`src/sv/dss_pkg.sv`:
```
// Shared types and constants for the dual stack shared store unit.
// Used by the front, back and top modules; depends on nothing else.
`default_nettype none

package dss_pkg;

    // Default number of 32-bit entries in the shared store.
    localparam int STORE_DEPTH_DEF = 16;

    // Depth of the command queue between the front and back parts.
    localparam int CMD_DEPTH = 2;

    // Depth of the result queue at the output; a power of two.
    localparam int OUT_DEPTH = 4;

    localparam int DATA_W = 32;

    typedef enum logic [1:0] {
        OP_PUSH = 2'd0,
        OP_POP  = 2'd1,
        OP_PEEK = 2'd2,
        OP_DUMP = 2'd3
    } op_t;

    typedef enum logic [1:0] {
        ST_OK       = 2'd0,
        ST_OVERFLOW = 2'd1,
        ST_EMPTY    = 2'd2
    } status_t;

    typedef enum logic {
        BK_IDLE = 1'b0,
        BK_DUMP = 1'b1
    } bk_state_t;

    // One decoded request as it travels from the front to the back part.
    typedef struct packed {
        op_t                op;
        logic               is_b;
        logic [DATA_W-1:0]  value;
    } cmd_t;

    // One result item as it waits in the output queue.
    typedef struct packed {
        logic [DATA_W-1:0]  data;
        status_t            status;
        logic               last;
    } res_t;

endpackage

`default_nettype wire

```
`src/sv/dual_stack_shared_store_unit.sv`:
```
// Top level of the dual stack shared store unit.
// Depends on dss_pkg, dss_front, dss_back (which holds the dss_ram store).
//
// Two stacks live in one store of STORE_DEPTH 32-bit entries. Stack A grows
// upward from entry 0 and stack B grows downward from the top entry.
// Requests enter through a queue-like port: an item is taken at a clock edge
// with push high and full low. Results leave through a second queue-like
// port: the oldest result sits on data, status and last while empty is low,
// and it is taken at an edge with pop high.
// Push, pop and peek give one result each; a dump gives one result per
// element from the top of the stack to its base, with last set on the final
// one, and a dump of an empty stack gives one result with status empty.
// The first result of a request passes from the command queue through the
// result stage, which lines up with the registered store read, into the
// output queue, from which it shows on the result ports.
// The back part issues one result per cycle while the output queue has
// room, so push, pop and peek run at one item per cycle, and a dump holds
// the back part until it has issued every element of the stack.
// When the receiver stops popping, the output queue fills, the back part
// pauses, and the command queue then raises full. After reset both stacks
// are empty and both queues are empty; store contents are undefined until
// pushed, and no unwritten entry's contents ever reach the result ports.
`default_nettype none

module dual_stack_shared_store_unit #(
    parameter int STORE_DEPTH = dss_pkg::STORE_DEPTH_DEF
) (
    input  wire logic               clk,
    input  wire logic               rst_n,
    input  wire logic               push,
    output logic                    full,
    input  wire logic [2:0]         action,
    input  wire logic signed [31:0] push_value,
    output logic                    empty,
    input  wire logic               pop,
    output logic signed [31:0]      data,
    output logic [1:0]              status,
    output logic                    last
);

    import dss_pkg::*;

    // Decoded command handed from the front part to the back part.
    cmd_t cmd;
    logic cmd_valid;
    logic cmd_ready;

    // The front part decodes each item and buffers it so that a stalled
    // back part does not block acceptance right away.
    dss_front u_front (
        .clk        (clk),
        .rst_n      (rst_n),
        .push       (push),
        .full       (full),
        .action     (action),
        .push_value (push_value),
        .cmd_valid  (cmd_valid),
        .cmd_ready  (cmd_ready),
        .cmd        (cmd)
    );

    // The back part owns the stack counts, the store and the result queue.
    dss_back #(
        .STORE_DEPTH (STORE_DEPTH)
    ) u_back (
        .clk       (clk),
        .rst_n     (rst_n),
        .cmd_valid (cmd_valid),
        .cmd_ready (cmd_ready),
        .cmd       (cmd),
        .empty     (empty),
        .pop       (pop),
        .data      (data),
        .status    (status),
        .last      (last)
    );

endmodule

`default_nettype wire

```
`src/sv/dss_ram.sv`:
```
// Generic simple dual-port RAM with a registered read port.
// Standalone; no package dependency.
`default_nettype none

module dss_ram #(
    parameter int WIDTH = 32,
    parameter int DEPTH = 16
) (
    input  wire logic                     clk,
    input  wire logic                     we,
    input  wire logic [$clog2(DEPTH)-1:0] waddr,
    input  wire logic [WIDTH-1:0]         wdata,
    input  wire logic [$clog2(DEPTH)-1:0] raddr,
    output logic      [WIDTH-1:0]         rdata
);

    logic [WIDTH-1:0] mem [DEPTH];
    logic [WIDTH-1:0] rdata_reg;

    always_ff @(posedge clk)
    begin
        if (we)
        begin
            mem[waddr] <= wdata;
        end
        rdata_reg <= mem[raddr];
    end

    assign rdata = rdata_reg;

endmodule

`default_nettype wire

```
`src/sv/dss_front.sv`:
```
// Front part: accepts request items, decodes the action and queues commands.
// Depends on dss_pkg.
`default_nettype none

module dss_front (
    input  wire logic                  clk,
    input  wire logic                  rst_n,
    input  wire logic                  push,
    output logic                       full,
    input  wire logic [2:0]            action,
    input  wire logic signed [31:0]    push_value,
    output logic                       cmd_valid,
    input  wire logic                  cmd_ready,
    output dss_pkg::cmd_t              cmd
);

    import dss_pkg::*;

    localparam int QAW = (CMD_DEPTH > 1) ? $clog2(CMD_DEPTH) : 1;
    localparam int QCW = $clog2(CMD_DEPTH + 1);

    cmd_t           q_reg [CMD_DEPTH];
    logic [QAW-1:0] wr_ptr_reg, wr_ptr_next;
    logic [QAW-1:0] rd_ptr_reg, rd_ptr_next;
    logic [QCW-1:0] cnt_reg, cnt_next;
    logic           do_wr, do_rd;
    cmd_t           dec;

    // The low two action bits select the operation, the top bit the stack.
    always_comb
    begin
        dec.op    = op_t'(action[1:0]);
        dec.is_b  = action[2];
        dec.value = push_value;
    end

    assign full      = (cnt_reg == QCW'(CMD_DEPTH));
    assign cmd_valid = (cnt_reg != '0);
    assign cmd       = q_reg[rd_ptr_reg];
    assign do_wr     = push && !full;
    assign do_rd     = cmd_valid && cmd_ready;

    always_comb
    begin
        wr_ptr_next = wr_ptr_reg;
        rd_ptr_next = rd_ptr_reg;
        cnt_next    = cnt_reg;
        if (do_wr)
        begin
            wr_ptr_next = (wr_ptr_reg == QAW'(CMD_DEPTH - 1)) ? '0 : wr_ptr_reg + 1'b1;
        end
        if (do_rd)
        begin
            rd_ptr_next = (rd_ptr_reg == QAW'(CMD_DEPTH - 1)) ? '0 : rd_ptr_reg + 1'b1;
        end
        if (do_wr && !do_rd)
        begin
            cnt_next = cnt_reg + 1'b1;
        end
        else if (do_rd && !do_wr)
        begin
            cnt_next = cnt_reg - 1'b1;
        end
    end

    always_ff @(posedge clk or negedge rst_n)
    begin
        if (!rst_n)
        begin
            wr_ptr_reg <= '0;
            rd_ptr_reg <= '0;
            cnt_reg    <= '0;
        end
        else
        begin
            wr_ptr_reg <= wr_ptr_next;
            rd_ptr_reg <= rd_ptr_next;
            cnt_reg    <= cnt_next;
        end
    end

    always_ff @(posedge clk)
    begin
        if (do_wr)
        begin
            q_reg[wr_ptr_reg] <= dec;
        end
    end

endmodule

`default_nettype wire

```
`src/sv/dss_back.sv`:
```
// Back part: executes commands against the shared store and queues results.
// Depends on dss_pkg and dss_ram.
`default_nettype none

module dss_back #(
    parameter int STORE_DEPTH = dss_pkg::STORE_DEPTH_DEF
) (
    input  wire logic               clk,
    input  wire logic               rst_n,
    input  wire logic               cmd_valid,
    output logic                    cmd_ready,
    input  wire dss_pkg::cmd_t      cmd,
    output logic                    empty,
    input  wire logic               pop,
    output logic signed [31:0]      data,
    output logic [1:0]              status,
    output logic                    last
);

    import dss_pkg::*;

    localparam int AW  = $clog2(STORE_DEPTH);
    localparam int CW  = $clog2(STORE_DEPTH + 1);
    localparam int OAW = $clog2(OUT_DEPTH);
    localparam int OCW = $clog2(OUT_DEPTH + 1);

    bk_state_t      state_reg, state_next;
    logic [CW-1:0]  cnt_a_reg, cnt_a_next;
    logic [CW-1:0]  cnt_b_reg, cnt_b_next;
    logic [AW-1:0]  idx_reg, idx_next;
    logic [CW-1:0]  rem_reg, rem_next;
    logic           dump_b_reg, dump_b_next;

    // Result stage: lines up with the registered RAM read.
    logic           s1_valid_reg, s1_valid_next;
    logic           s1_use_ram_reg, s1_use_ram_next;
    status_t        s1_status_reg, s1_status_next;
    logic           s1_last_reg, s1_last_next;

    logic           ram_we;
    logic [AW-1:0]  ram_waddr, ram_raddr;
    logic [31:0]    ram_rdata;

    res_t           oq_reg [OUT_DEPTH];
    logic [OAW-1:0] oq_wr_reg, oq_rd_reg;
    logic [OCW-1:0] oq_cnt_reg, oq_cnt_next;
    logic           oq_wr, oq_rd;
    res_t           oq_in;

    logic           space;
    logic           store_full;
    logic [CW-1:0]  sel_cnt;
    logic [AW-1:0]  top_a, top_b, sel_top;
    logic [AW-1:0]  push_a, push_b;

    dss_ram #(
        .WIDTH (DATA_W),
        .DEPTH (STORE_DEPTH)
    ) u_ram (
        .clk   (clk),
        .we    (ram_we),
        .waddr (ram_waddr),
        .wdata (cmd.value),
        .raddr (ram_raddr),
        .rdata (ram_rdata)
    );

    // Issue only when the output queue can hold this result and the one in flight.
    assign space = ((OCW + 1)'(oq_cnt_reg) + (OCW + 1)'(s1_valid_reg)) < (OCW + 1)'(OUT_DEPTH);

    assign store_full = ((CW + 1)'(cnt_a_reg) + (CW + 1)'(cnt_b_reg)) == (CW + 1)'(STORE_DEPTH);
    assign top_a      = AW'(cnt_a_reg - 1'b1);
    assign top_b      = AW'(CW'(STORE_DEPTH) - cnt_b_reg);
    assign push_a     = AW'(cnt_a_reg);
    assign push_b     = AW'(CW'(STORE_DEPTH - 1) - cnt_b_reg);
    assign sel_cnt    = cmd.is_b ? cnt_b_reg : cnt_a_reg;
    assign sel_top    = cmd.is_b ? top_b : top_a;

    always_comb
    begin
        state_next      = state_reg;
        cnt_a_next      = cnt_a_reg;
        cnt_b_next      = cnt_b_reg;
        idx_next        = idx_reg;
        rem_next        = rem_reg;
        dump_b_next     = dump_b_reg;
        cmd_ready       = 1'b0;
        ram_we          = 1'b0;
        ram_waddr       = push_a;
        ram_raddr       = sel_top;
        s1_valid_next   = 1'b0;
        s1_use_ram_next = 1'b0;
        s1_status_next  = ST_OK;
        s1_last_next    = 1'b1;
        unique case (state_reg)
            BK_IDLE:
            begin
                if (cmd_valid && space)
                begin
                    cmd_ready     = 1'b1;
                    s1_valid_next = 1'b1;
                    unique case (cmd.op)
                        OP_PUSH:
                        begin
                            if (store_full)
                            begin
                                s1_status_next = ST_OVERFLOW;
                            end
                            else
                            begin
                                ram_we = 1'b1;
                                if (cmd.is_b)
                                begin
                                    ram_waddr  = push_b;
                                    cnt_b_next = cnt_b_reg + 1'b1;
                                end
                                else
                                begin
                                    cnt_a_next = cnt_a_reg + 1'b1;
                                end
                            end
                        end
                        OP_POP, OP_PEEK:
                        begin
                            if (sel_cnt == '0)
                            begin
                                s1_status_next = ST_EMPTY;
                            end
                            else
                            begin
                                s1_use_ram_next = 1'b1;
                                if (cmd.op == OP_POP)
                                begin
                                    if (cmd.is_b)
                                    begin
                                        cnt_b_next = cnt_b_reg - 1'b1;
                                    end
                                    else
                                    begin
                                        cnt_a_next = cnt_a_reg - 1'b1;
                                    end
                                end
                            end
                        end
                        OP_DUMP:
                        begin
                            if (sel_cnt == '0)
                            begin
                                s1_status_next = ST_EMPTY;
                            end
                            else
                            begin
                                s1_use_ram_next = 1'b1;
                                if (sel_cnt != CW'(1))
                                begin
                                    // More elements follow: walk toward the base.
                                    s1_last_next = 1'b0;
                                    state_next   = BK_DUMP;
                                    dump_b_next  = cmd.is_b;
                                    rem_next     = sel_cnt - 1'b1;
                                    idx_next     = cmd.is_b ? sel_top + 1'b1 : sel_top - 1'b1;
                                end
                            end
                        end
                        default:
                        begin
                            s1_valid_next = 1'b0;
                        end
                    endcase
                end
            end
            BK_DUMP:
            begin
                ram_raddr = idx_reg;
                if (space)
                begin
                    s1_valid_next   = 1'b1;
                    s1_use_ram_next = 1'b1;
                    s1_last_next    = (rem_reg == CW'(1));
                    idx_next        = dump_b_reg ? idx_reg + 1'b1 : idx_reg - 1'b1;
                    rem_next        = rem_reg - 1'b1;
                    if (rem_reg == CW'(1))
                    begin
                        state_next = BK_IDLE;
                    end
                end
            end
            default:
            begin
                state_next = BK_IDLE;
            end
        endcase
    end

    always_ff @(posedge clk or negedge rst_n)
    begin
        if (!rst_n)
        begin
            state_reg      <= BK_IDLE;
            cnt_a_reg      <= '0;
            cnt_b_reg      <= '0;
            s1_valid_reg   <= 1'b0;
        end
        else
        begin
            state_reg      <= state_next;
            cnt_a_reg      <= cnt_a_next;
            cnt_b_reg      <= cnt_b_next;
            s1_valid_reg   <= s1_valid_next;
        end
    end

    always_ff @(posedge clk)
    begin
        idx_reg        <= idx_next;
        rem_reg        <= rem_next;
        dump_b_reg     <= dump_b_next;
        s1_use_ram_reg <= s1_use_ram_next;
        s1_status_reg  <= s1_status_next;
        s1_last_reg    <= s1_last_next;
    end

    // Output queue.
    assign oq_in.data   = s1_use_ram_reg ? ram_rdata : '0;
    assign oq_in.status = s1_status_reg;
    assign oq_in.last   = s1_last_reg;
    assign oq_wr        = s1_valid_reg;
    assign empty        = (oq_cnt_reg == '0);
    assign oq_rd        = pop && !empty;

    always_comb
    begin
        oq_cnt_next = oq_cnt_reg;
        if (oq_wr && !oq_rd)
        begin
            oq_cnt_next = oq_cnt_reg + 1'b1;
        end
        else if (oq_rd && !oq_wr)
        begin
            oq_cnt_next = oq_cnt_reg - 1'b1;
        end
    end

    always_ff @(posedge clk or negedge rst_n)
    begin
        if (!rst_n)
        begin
            oq_wr_reg  <= '0;
            oq_rd_reg  <= '0;
            oq_cnt_reg <= '0;
        end
        else
        begin
            oq_cnt_reg <= oq_cnt_next;
            if (oq_wr)
            begin
                oq_wr_reg <= oq_wr_reg + 1'b1;
            end
            if (oq_rd)
            begin
                oq_rd_reg <= oq_rd_reg + 1'b1;
            end
        end
    end

    always_ff @(posedge clk)
    begin
        if (oq_wr)
        begin
            oq_reg[oq_wr_reg] <= oq_in;
        end
    end

    assign data   = oq_reg[oq_rd_reg].data;
    assign status = oq_reg[oq_rd_reg].status;
    assign last   = oq_reg[oq_rd_reg].last;

endmodule

`default_nettype wire

```
`config.mk`:
```
export PLATFORM = sky130hd
export DESIGN_NAME = dual_stack_shared_store_unit
export DESIGN_NICKNAME = d
export VERILOG_FILES = /design/src/sv/dss_pkg.sv /design/src/sv/dual_stack_shared_store_unit.sv /design/src/sv/dss_ram.sv /design/src/sv/dss_front.sv /design/src/sv/dss_back.sv
export SDC_FILE = /design/constraint.sdc
export NUM_CORES = 1
export LEC_CHECK = 0
export BUFFER_PORTS_ARGS = -buffer_cell sky130_fd_sc_hd__buf_4
export CAP_MARGIN = 20
export CORE_MARGIN = 1
export CORE_UTILIZATION = 45
export DETAILED_ROUTE_END_ITERATION = 8
export HOLD_SLACK_MARGIN = 0.08
export SETUP_SLACK_MARGIN = 0.5
export SLEW_MARGIN = 40
export SYNTH_ARGS = -nofsm -noshare
export SYNTH_HDL_FRONTEND = slang
export SYNTH_SLANG_ARGS = --single-unit
```
`constraint.sdc`:
```
create_clock -name clk -period 4.4 [get_ports clk]
set_input_delay 0.44 -clock clk [delete_from_list [all_inputs] [get_ports clk]]
set_output_delay 0.44 -clock clk [all_outputs]
set_load 0.02 [all_outputs]
```
==> reports/qor_table.md <==
| Item | This run | Unit |
|---|---|---|
| Max-cap violations | 0 | - |
| Global routing usage summed across all routing layers | 0.209 | - |
| Leak Pwr | 0.0122 | uW |
| Via count | 17646 | - |
| Share of the synthesized netlist area taken by xor and xnor gates | 0.0105 | - |
| Die ar. | 71300 | um^2 |
| Cell with the most instances after synthesis | sky130_fd_sc_hd__edfxtp_1 | - |
| Max reg flops | 512 | - |
| Largest net degree at the start of global routing | 137 | - |
| Worst-case clock buffer depth | 3 | - |
| Maximum fanout along the worst path | 18 | - |
| Average routed wire per standard cell | 23.7 | um |
| Aggregate negative setup slack | 0 | ns |
| Routability-driven placement congestion ratio | 0.836 | - |
| Hold/Removal Path Class | primary input to register | - |
| Dominant cell type by area after synthesis | sky130_fd_sc_hd__edfxtp_1 | - |
| Portion of the clock cycle consumed by the worst path in the final layout | 0.827 | - |
| Number of global-route vias before repair | 17991 | - |
| Reg2reg path depth | 9 | - |
| Synth Area in Compound Gates | 0.0598 | - |
| Most used flip-flop cell after synthesis | sky130_fd_sc_hd__edfxtp_1 | - |
| Number of fill cells | 5572 | - |
| Residual DRC count | 0 | - |
| Initial Utilization | 0.458 | - |
| Simple-Gate Fraction of Synth Area | 0.0706 | - |
| Clock Sink Count | 791 | - |
| DRT met1 WL | 33500 | um |
| Num CTS Buffers | 81 | - |
| Source-to-sink clock delay at the later pin of the worst-skew pair | 0.62 | ns |
| Count of distinct cell types in the synthesized netlist | 55 | - |
| FF+latch count, synth | 791 | - |
| Worst-case vdd ir drop | 0.000643 | V |
| Unrepaired setup endpoints after global routing | no | - |
| TritonRoute pass-1 iters | 5 | - |
| Post-synthesis instance total | 1966 | - |
| Type of origin of the critical path | register | - |
| Measured slew at the worst slew-check pin | 0.787 | ns |
| Number of synthesized flops with an enable pin | 732 | - |
| Per-cell via count in the routed design | 5.72 | - |
| Sequential cell area fraction in the yosys report | 0.736 | - |
| PD cells | 800 | nW/um^2 |
| Ant diodes | 0 | - |
| Mux share of post-synthesis cell area | 0.0885 | - |
| Detailed-routed wire length on met2 | 34400 | um |
| Met3 layer wire length in the routed design | 3920 | um |
| Critical R2R Launch | u_back.cnt_b_reg[0]$_DFFE_PN0P_ | - |
| Mean instance size in the synthesized netlist | 16.1 | um^2 |
| Minimum setup slack among reg-to-reg paths | 0.76 | ns |
| CP Data Required Time | 4.71 | ns |
| Dominant combinational cell family by area after synthesis | multiplexers | - |
| Final Net Count | 2159 | - |
| Async set or reset register ratio after synthesis | 0.0291 | - |
| Area share of fa/ha/maj cells after synthesis | 0.0144 | - |
| Antenna violations before repair | 8 | - |
| First-pass GRT wire length | 111000 | um |
| Layout overhead on the synthesized area | 15.9 | % |
| Endpoint kind of the worst setup timing path | register | - |
| Die extent in y | 267 | um |
| Upper clock frequency limit | 0.275 | GHz |
| Worst Clk Skew | 0.0207 | ns |
| Detailed Route WL | 73000 | um |
| Worst rel slew slack | 0.476 | - |
| Count of yosys warnings during synthesis | 0 | - |
| Worst R2R End | u_back.u_ram.mem[14][15]$_DFFE_PP_ | - |
| Core ar. | 69100 | um^2 |
| Biggest area contributors in the synthesized netlist | sky130_fd_sc_hd__edfxtp_1 70%, sky130_fd_sc_hd__mux2_2 5.2%, sky130_fd_sc_hd__nand3_1 4.0% | - |
| Die Wd | 267 | um |
| HPWL after DPL | 40800 | um |
| Share of the synthesized area in the top cell type | 0.695 | - |
| Final core utilization | 0.531 | - |
| Clk root buf | sky130_fd_sc_hd__clkbuf_16 | - |
| Status | completed | - |
| Minimum clock period after layout | 3.64 | ns |
| Layout cell share with drive strength beyond 1 | 0.222 | - |
| Remaining antenna violation count after routing | 0 | - |
| Final max-slew violation count | 0 | - |
| Grt ovf | 0 | - |
| Quantity of I/O buffers inserted on ports | 75 | - |
| Clock tree from TritonCTS | yes | - |
| Worst setup path endpoint | u_back.u_ram.mem[14][15]$_DFFE_PP_ | - |
| I/O pin cnt | 76 | - |
| Critical Path Start | u_back.cnt_b_reg[0]$_DFFE_PN0P_ | - |
| Arrival time reported for the critical path endpoint | 3.95 | ns |
| Final count of hold timing violations | 0 | - |
| Clock transition time at the flip-flop clock pins of the worst setup and hold paths | 0.06 | ns |
| Path type of the worst setup path | register to register | - |
| Uppermost metal layer occupied by signal nets | met4 | - |
| Drt first-iter violations | 1634 | - |
| Synthesized net count | 2039 | - |
| Synth top cells by count | 732 x sky130_fd_sc_hd__edfxtp_1, 254 x sky130_fd_sc_hd__nand3_1, 147 x sky130_fd_sc_hd__mux2_2, 140 x sky130_fd_sc_hd__o21ai_0, 124 x sky130_fd_sc_hd__o211ai_1 | - |
| Number of setup violations in the final report | 0 | - |
| H-tree levels | 3 | - |
| Post-synth design cell area | 31600 | um^2 |
| Number of cell rows | 96 | - |
-- kinds of logic after synthesis --
group                      count (synthesis)
and+or+nand+nor                          432
AOI/OAI and AO/OA                        301
xor gates and xnor gates                  38
buffers and inverters                    159
DFF                                      791
adders and majority gates                 34
muxes                                    211
-- report_power, final --
| part | switching (uW) | total, uW | internal [uW] |
|---|---|---|---|
| registers | 574 | 10600 | 9980 |
| clock network | 2810 | 6780 | 3970 |
| logic | 7540 | 12000 | 4450 |
-- critical path, cell delays in order, from the launching register on --
cell,delay [ns]
sky130_fd_sc_hd__dfrtp_1,0.52
sky130_fd_sc_hd__ha_1,0.30
sky130_fd_sc_hd__fa_1,0.38
sky130_fd_sc_hd__xor2_1,0.17
sky130_fd_sc_hd__nor4_1,0.26
sky130_fd_sc_hd__o31ai_1,0.18
sky130_fd_sc_hd__and4_1,0.30
sky130_fd_sc_hd__mux2_2,0.40
sky130_fd_sc_hd__nor2_4,0.53
sky130_fd_sc_hd__buf_12,0.27
-- worst min path at each step --
stage / from / endpoint / slack [ns] / depth (start not counted)
after floorplan: rst_n / u_back.cnt_a_reg[0]$_DFFE_PN0P_ / 0.14 / 0
after global placement: rst_n / u_front.wr_ptr_reg$_DFFE_PN0P_ / 0.37 / 1
after detailed placement: rst_n / u_front.wr_ptr_reg$_DFFE_PN0P_ / 0.37 / 1
after CTS: pop / u_back.oq_rd_reg[1]$_DFFE_PN0P_ / 0.12 / 3
after global routing: pop / u_back.oq_rd_reg[1]$_DFFE_PN0P_ / 0.13 / 3
final: pop / u_back.oq_rd_reg[1]$_DFFE_PN0P_ / 0.14 / 3
-- metrics by stage --
| stage | hold slack (ns) | cell area, um^2 | worst slack [ns] | total power, uW | instances |
|---|---|---|---|---|---|
| 2_1_floorplan | 0.144 | 31600 | 0.445 | 18400 | 1966 |
| 3_5_place_dp | 0.368 | 33600 | 0.765 | 22700 | 2896 |
| 5_1_grt | 0.134 | 36700 | 0.601 | 30900 | 3086 |
| 6_report | 0.141 | 36700 | 0.763 | 29300 | 3086 |
| 4_1_cts | 0.117 | 36600 | 0.746 | 29600 | 3084 |
| 3_3_place_gp | 0.366 | 33600 | 0.729 | 22500 | 2894 |
-- cells in the final DEF, fill, tap and decap left out, types with 22 or more instances in the layout --
master / n
sky130_fd_sc_hd__clkbuf_16: 83
sky130_fd_sc_hd__xnor2_1: 22
sky130_fd_sc_hd__o21ai_0: 140
sky130_fd_sc_hd__buf_4: 122
sky130_fd_sc_hd__nand3_1: 254
sky130_fd_sc_hd__edfxtp_1: 732
sky130_fd_sc_hd__mux2_2: 147
sky130_fd_sc_hd__nand4_1: 31
sky130_fd_sc_hd__mux4_2: 37
sky130_fd_sc_hd__dlygate4sd3_1: 36
sky130_fd_sc_hd__o211ai_1: 124
sky130_fd_sc_hd__dfxtp_1: 35
sky130_fd_sc_hd__ha_1: 30
sky130_fd_sc_hd__and2_1: 35
sky130_fd_sc_hd__nand2_1: 33
-- per-layer routing --
metal	GRT usage	vias up
li1	-	7966
met1	0.300	9056
met2	0.334	533
met3	0.0281	91
met4	0.0572	0
met5	0	-
-- layout make-up --
class	instances	area (um^2)	share of cell area
clock buffer	107	2220	0.0605
clock inverter	45	429	0.0117
inverter	22	82.6	0.00225
multi-input combinational	1016	7900	0.216
sequential	791	23300	0.635
tap	931	1160	0.0318
timing repair buffer	174	1580	0.0430
-- timing repair --
action,4_1_cts,5_1_grt
resized for setup,0,0
buffers inserted,0,2
endpoints found under the hold margin,93,0
hold buffers,36,0
setup endpoints to repair,0,2
No activity file was read; power rests on OpenSTA's default activity.
